===== config.mk =====
export PLATFORM = sky130hd
export DESIGN_NAME = gap_ram
export DESIGN_NICKNAME = d
export VERILOG_FILES = /design/src/design/gap_ram.sv
export SDC_FILE = /design/constraint.sdc
export NUM_CORES = 1
export LEC_CHECK = 0
export BUFFER_PORTS_ARGS = -buffer_cell sky130_fd_sc_hd__buf_2
export CELL_PAD_IN_SITES_DETAIL_PLACEMENT = 1
export CELL_PAD_IN_SITES_GLOBAL_PLACEMENT = 1
export CORE_AREA = 4 4 107 109
export DETAILED_ROUTE_END_ITERATION = 8
export DIE_AREA = 0 0 111 113
export MAX_ROUTING_LAYER = met4
export PLACE_DENSITY_LB_ADDON = 0.15
export REMOVE_ABC_BUFFERS = 1
export SLEW_MARGIN = 30
export SYNTH_ARGS = -nofsm -noshare
export SYNTH_HDL_FRONTEND = slang
export SYNTH_SLANG_ARGS = --single-unit
export TNS_END_PERCENT = 5

===== constraint.sdc =====
create_clock -name clk -period 3.76 [get_ports clk]
set_input_delay 0.752 -clock clk [delete_from_list [all_inputs] [get_ports clk]]
set_output_delay 0.752 -clock clk [all_outputs]
set_load 0.03 [all_outputs]

===== src/design/gap_ram.sv =====
// Generic simple dual-port RAM: one write port, one registered read port.
// No dependencies.
module gap_ram #(
	parameter int WIDTH = 8,
	parameter int DEPTH = 16
) (
	input  logic                     clk,
	input  logic                     we,
	input  logic [$clog2(DEPTH)-1:0] waddr,
	input  logic [WIDTH-1:0]         wdata,
	input  logic [$clog2(DEPTH)-1:0] raddr,
	output logic [WIDTH-1:0]         rdata
);

	logic [WIDTH-1:0] mem [DEPTH];

	always_ff @(posedge clk) begin
		if (we) begin
			mem[waddr] <= wdata;
		end
		rdata <= mem[raddr];
	end

endmodule


==> flow_metrics.env <==
export IMPL_internal_power_uw=2700
export IMPL_largest_family_of_logic_cells_by_synthesized_area="multiplexers"
export IMPL_hold_viol_final=0
export IMPL_ys_seq_area_frac=0.778
export IMPL_share_clk_of_total_power=0.454
export IMPL_layout_cells_most_common="sky130_fd_sc_hd__edfxtp_1"
export IMPL_slowest_delay_ns=0.62
export IMPL_number_of_diodes_added_for_antenna_fixing=0
export IMPL_fin_skew_ns=0.00527
export IMPL_critical_path_slowest_cell="sky130_fd_sc_hd__mux4_1"
export IMPL_drt_iter0_markers=182
export IMPL_num_nets_final=288
export IMPL_crit_type="in -> reg"
export IMPL_synth_seq_cells=136
export IMPL_vdd_drop_max_mv=0.280
export IMPL_grt_overflow_total=0
export IMPL_post_cts_resized_instances=0
export IMPL_grt_start_max_net_pins=33
export IMPL_insertion_delay_of_the_later_clocked_pin_in_the_worst_skew_pair_ns=0.51
export IMPL_critical_path_cell_chain="buf_2 -> buf_4 -> mux4_1 -> a22oi_1 -> nand2_1"
export IMPL_clkSlewWorstSetupHoldPaths_ns=0.06
export IMPL_max_clock_path_buffers=2
export IMPL_cap_violations=0
export IMPL_wl_per_cell_um=24.9
export IMPL_result_of_the_run="complete, no violations"
export IMPL_worst_setup_path_start_kind="primary input"
export IMPL_grt_pass1_vias=2643
export IMPL_grt_antenna_before_repair=0
export IMPL_initial_standard_cell_utilization_of_the_core=0.485
export IMPL_pre_cts_ws_ns=1.24
export IMPL_core_area_um2=10600
export IMPL_cts_root_buf="sky130_fd_sc_hd__clkbuf_8"
export IMPL_switching_power_uw=738
export IMPL_postLayoutSetupSlackWorst_ns=1.77
export IMPL_crit_arrival_ns=2.38
export IMPL_setup_viol=0
export IMPL_share_of_the_synthesized_area_in_compound_gates_ao_oa_aoi_oai=0.0233
export IMPL_grtUsageTotal=0.189
export IMPL_power_switching_fraction=0.215
export IMPL_report_final_slew_viol_count=0
export IMPL_routability_cong=0.709
export IMPL_synth_largest_type_area_fraction=0.747
export IMPL_slew_headroom=0.380
export IMPL_yosys_cell_types=19
export IMPL_worst_slew_pin_transition_ns=0.927
export IMPL_power_density_nw_per_um2=575
export IMPL_placed_area_um2=5410
export IMPL_timing_setup_tns_ns=0
export IMPL_post_dp_hpwl_um=6760
export IMPL_period_needed_ns=1.99
export IMPL_row_count=38
export IMPL_vias_per_cell=5.63
export IMPL_synth_area_per_cell_um2=22.5
export IMPL_cts_post_setup_buffers_inserted=0
export IMPL_worstHoldPathType="in -> reg"
export IMPL_synth_top_cells_by_area="sky130_fd_sc_hd__edfxtp_1 75%, sky130_fd_sc_hd__mux4_2 7.9%, sky130_fd_sc_hd__mux4_1 7.1%"
export IMPL_synth_simple_gate_area_share=0.0318
export IMPL_drt_pass1_iterations=5
export IMPL_synthToLayoutAreaGrowth_pct=16.3
export IMPL_grt_pass1_wl_um=16300
export IMPL_power_frac_comb=0.050
export IMPL_number_of_hold_buffers_added_after_cts=0
export IMPL_muxShareOfSynthArea=0.150
export IMPL_fill_cell_instance_count_of_the_final_layout=913
export IMPL_synthesis_yosys_warnings=0
export IMPL_die_h_um=113
export IMPL_rsz0062_at_grt="no"
export IMPL_drt_antenna_violating_nets=0
export IMPL_fmax_ghz=0.502
export IMPL_final_design_area_no_fill_um2=5990
export IMPL_die_width_um=111
export IMPL_tritoncts_clock_tree="yes"
export IMPL_worstPathRequired_ns=4.15
export IMPL_yosysTopAreaCell="sky130_fd_sc_hd__edfxtp_1"
export IMPL_timing_critical_path_fanout_max=15
export IMPL_power_static_leakage_uw=0.00200
export IMPL_h_tree_level_count=4
export IMPL_dieArea_um2=12500
export IMPL_end_kind="flop"
export IMPL_number_of_remaining_drc_errors=0
export IMPL_synth_area_um2=5150
export IMPL_area_share_of_fa_ha_maj_cells_after_synthesis=0
export IMPL_synthXorXnorAreaFrac=0
export IMPL_io_pins=26
export IMPL_final_routed_wirelength_um=10500
export IMPL_layout_drive_gt1_share=0.297
export IMPL_portBuffers=25
export IMPL_seq_power_share=0.496
export IMPL_cts_buffers_inserted=17
export IMPL_most_common_layout_cells="128 x sky130_fd_sc_hd__edfxtp_1, 25 x sky130_fd_sc_hd__buf_2, 18 x sky130_fd_sc_hd__mux4_2, 16 x sky130_fd_sc_hd__a22oi_1, 16 x sky130_fd_sc_hd__clkbuf_16"
export IMPL_cts_sinks=136
export IMPL_min_period_over_period=0.530
export IMPL_netlist_instances=229
export IMPL_total_via_count_after_detailed_routing=2381
==> critical path, delay by kind of cell <==
| kind | cells | cell delay (ns) |
|---|---|---|
| AOI/OAI and AO/OA | 1 | 0.31 |
| buffers and inverters | 2 | 0.60 |
| muxes | 1 | 0.62 |
| and+or+nand+nor | 1 | 0.10 |
==> area by class of cell <==
| class | instances | area (um2) | area share |
|---|---|---|---|
| clock inverter | 15 | 154 | 0.0257 |
| clock buffer | 17 | 414 | 0.0692 |
| multi-input combinational | 83 | 1060 | 0.177 |
| timing repair buffer | 32 | 178 | 0.0297 |
| tap | 140 | 175 | 0.0293 |
| sequential | 136 | 4000 | 0.669 |
==> final timing paths <==
| path | start | to | slack [ns] | depth (start not counted) |
|---|---|---|---|---|
| setup / recovery | raddr[0] | rdata[2]$_DFF_P_ | 1.77 | 5 |
| hold / removal | wdata[3] | mem[1][3]$_DFFE_PP_ | 0.62 | 1 |
| setup reg to reg | mem[10][2]$_DFFE_PP_ | rdata[2]$_DFF_P_ | 2.36 | 3 |
| hold reg to reg | mem[15][4]$_DFFE_PP_ | rdata[4]$_DFF_P_ | 0.69 | 3 |
==> per-stage QoR <==
stage               power (uW)  hold WS (ns)  instances   util
floorplan                 1820         0.629        219      -
global placement          1910         0.655        391  0.511
detailed placement        1910         0.671        391  0.511
CTS                       3480         0.596        423  0.564
global route              3570         0.615        423  0.565
finish                    3440         0.622        423  0.565
==> cells in the mapped netlist <==
cell type / instances
sky130_fd_sc_hd__clkdlybuf4s25_2: 3
sky130_fd_sc_hd__and2_1: 1
sky130_fd_sc_hd__mux4_2: 18
sky130_fd_sc_hd__nand2_1: 9
sky130_fd_sc_hd__buf_2: 3
sky130_fd_sc_hd__nor3_1: 4
sky130_fd_sc_hd__nand3_1: 1
sky130_fd_sc_hd__dfxtp_1: 8
sky130_fd_sc_hd__and2b_1: 1
sky130_fd_sc_hd__buf_6: 3
sky130_fd_sc_hd__nor2b_1: 1
sky130_fd_sc_hd__edfxtp_1: 128
sky130_fd_sc_hd__nand3b_1: 2
sky130_fd_sc_hd__or3b_2: 1
sky130_fd_sc_hd__nand2b_1: 2
sky130_fd_sc_hd__nor2_1: 13
sky130_fd_sc_hd__mux4_1: 14
sky130_fd_sc_hd__a22oi_1: 16
sky130_fd_sc_hd__buf_4: 1
==> cells by family (layout without fill, tap and decap cells) <==
group,Yosys count,after routing
DFF,136,136
and+or+nand+nor,35,35
muxes,32,32
AOI/OAI and AO/OA,16,16
buffers and inverters,10,64
==> registers in the layout, indices dropped and copies added (netlist names) <==
register,cells
rdata,8
mem,128
==> power groups by stage <==
stage | Combinational (uW) | Clock [uW] | Sequential [uW]
after floorplan | 67.9 | 0 | 1750
after global placement | 170 | 0 | 1740
after detailed placement | 173 | 0 | 1740
after CTS | 174 | 1600 | 1710
after global routing | 186 | 1680 | 1710
final | 171 | 1560 | 1710
==> metal layers <==
metal / track usage / up-vias / part of all wire
met5: - / - / 0
met2: 0.289 / 71 / 0.50
met4: 0.0698 / 0 / 0.012
met3: 0.0444 / 8 / 0.045
li1: - / 1056 / -
met1: 0.251 / 1246 / 0.44
Note: power is estimated with default switching activity, not from simulation.
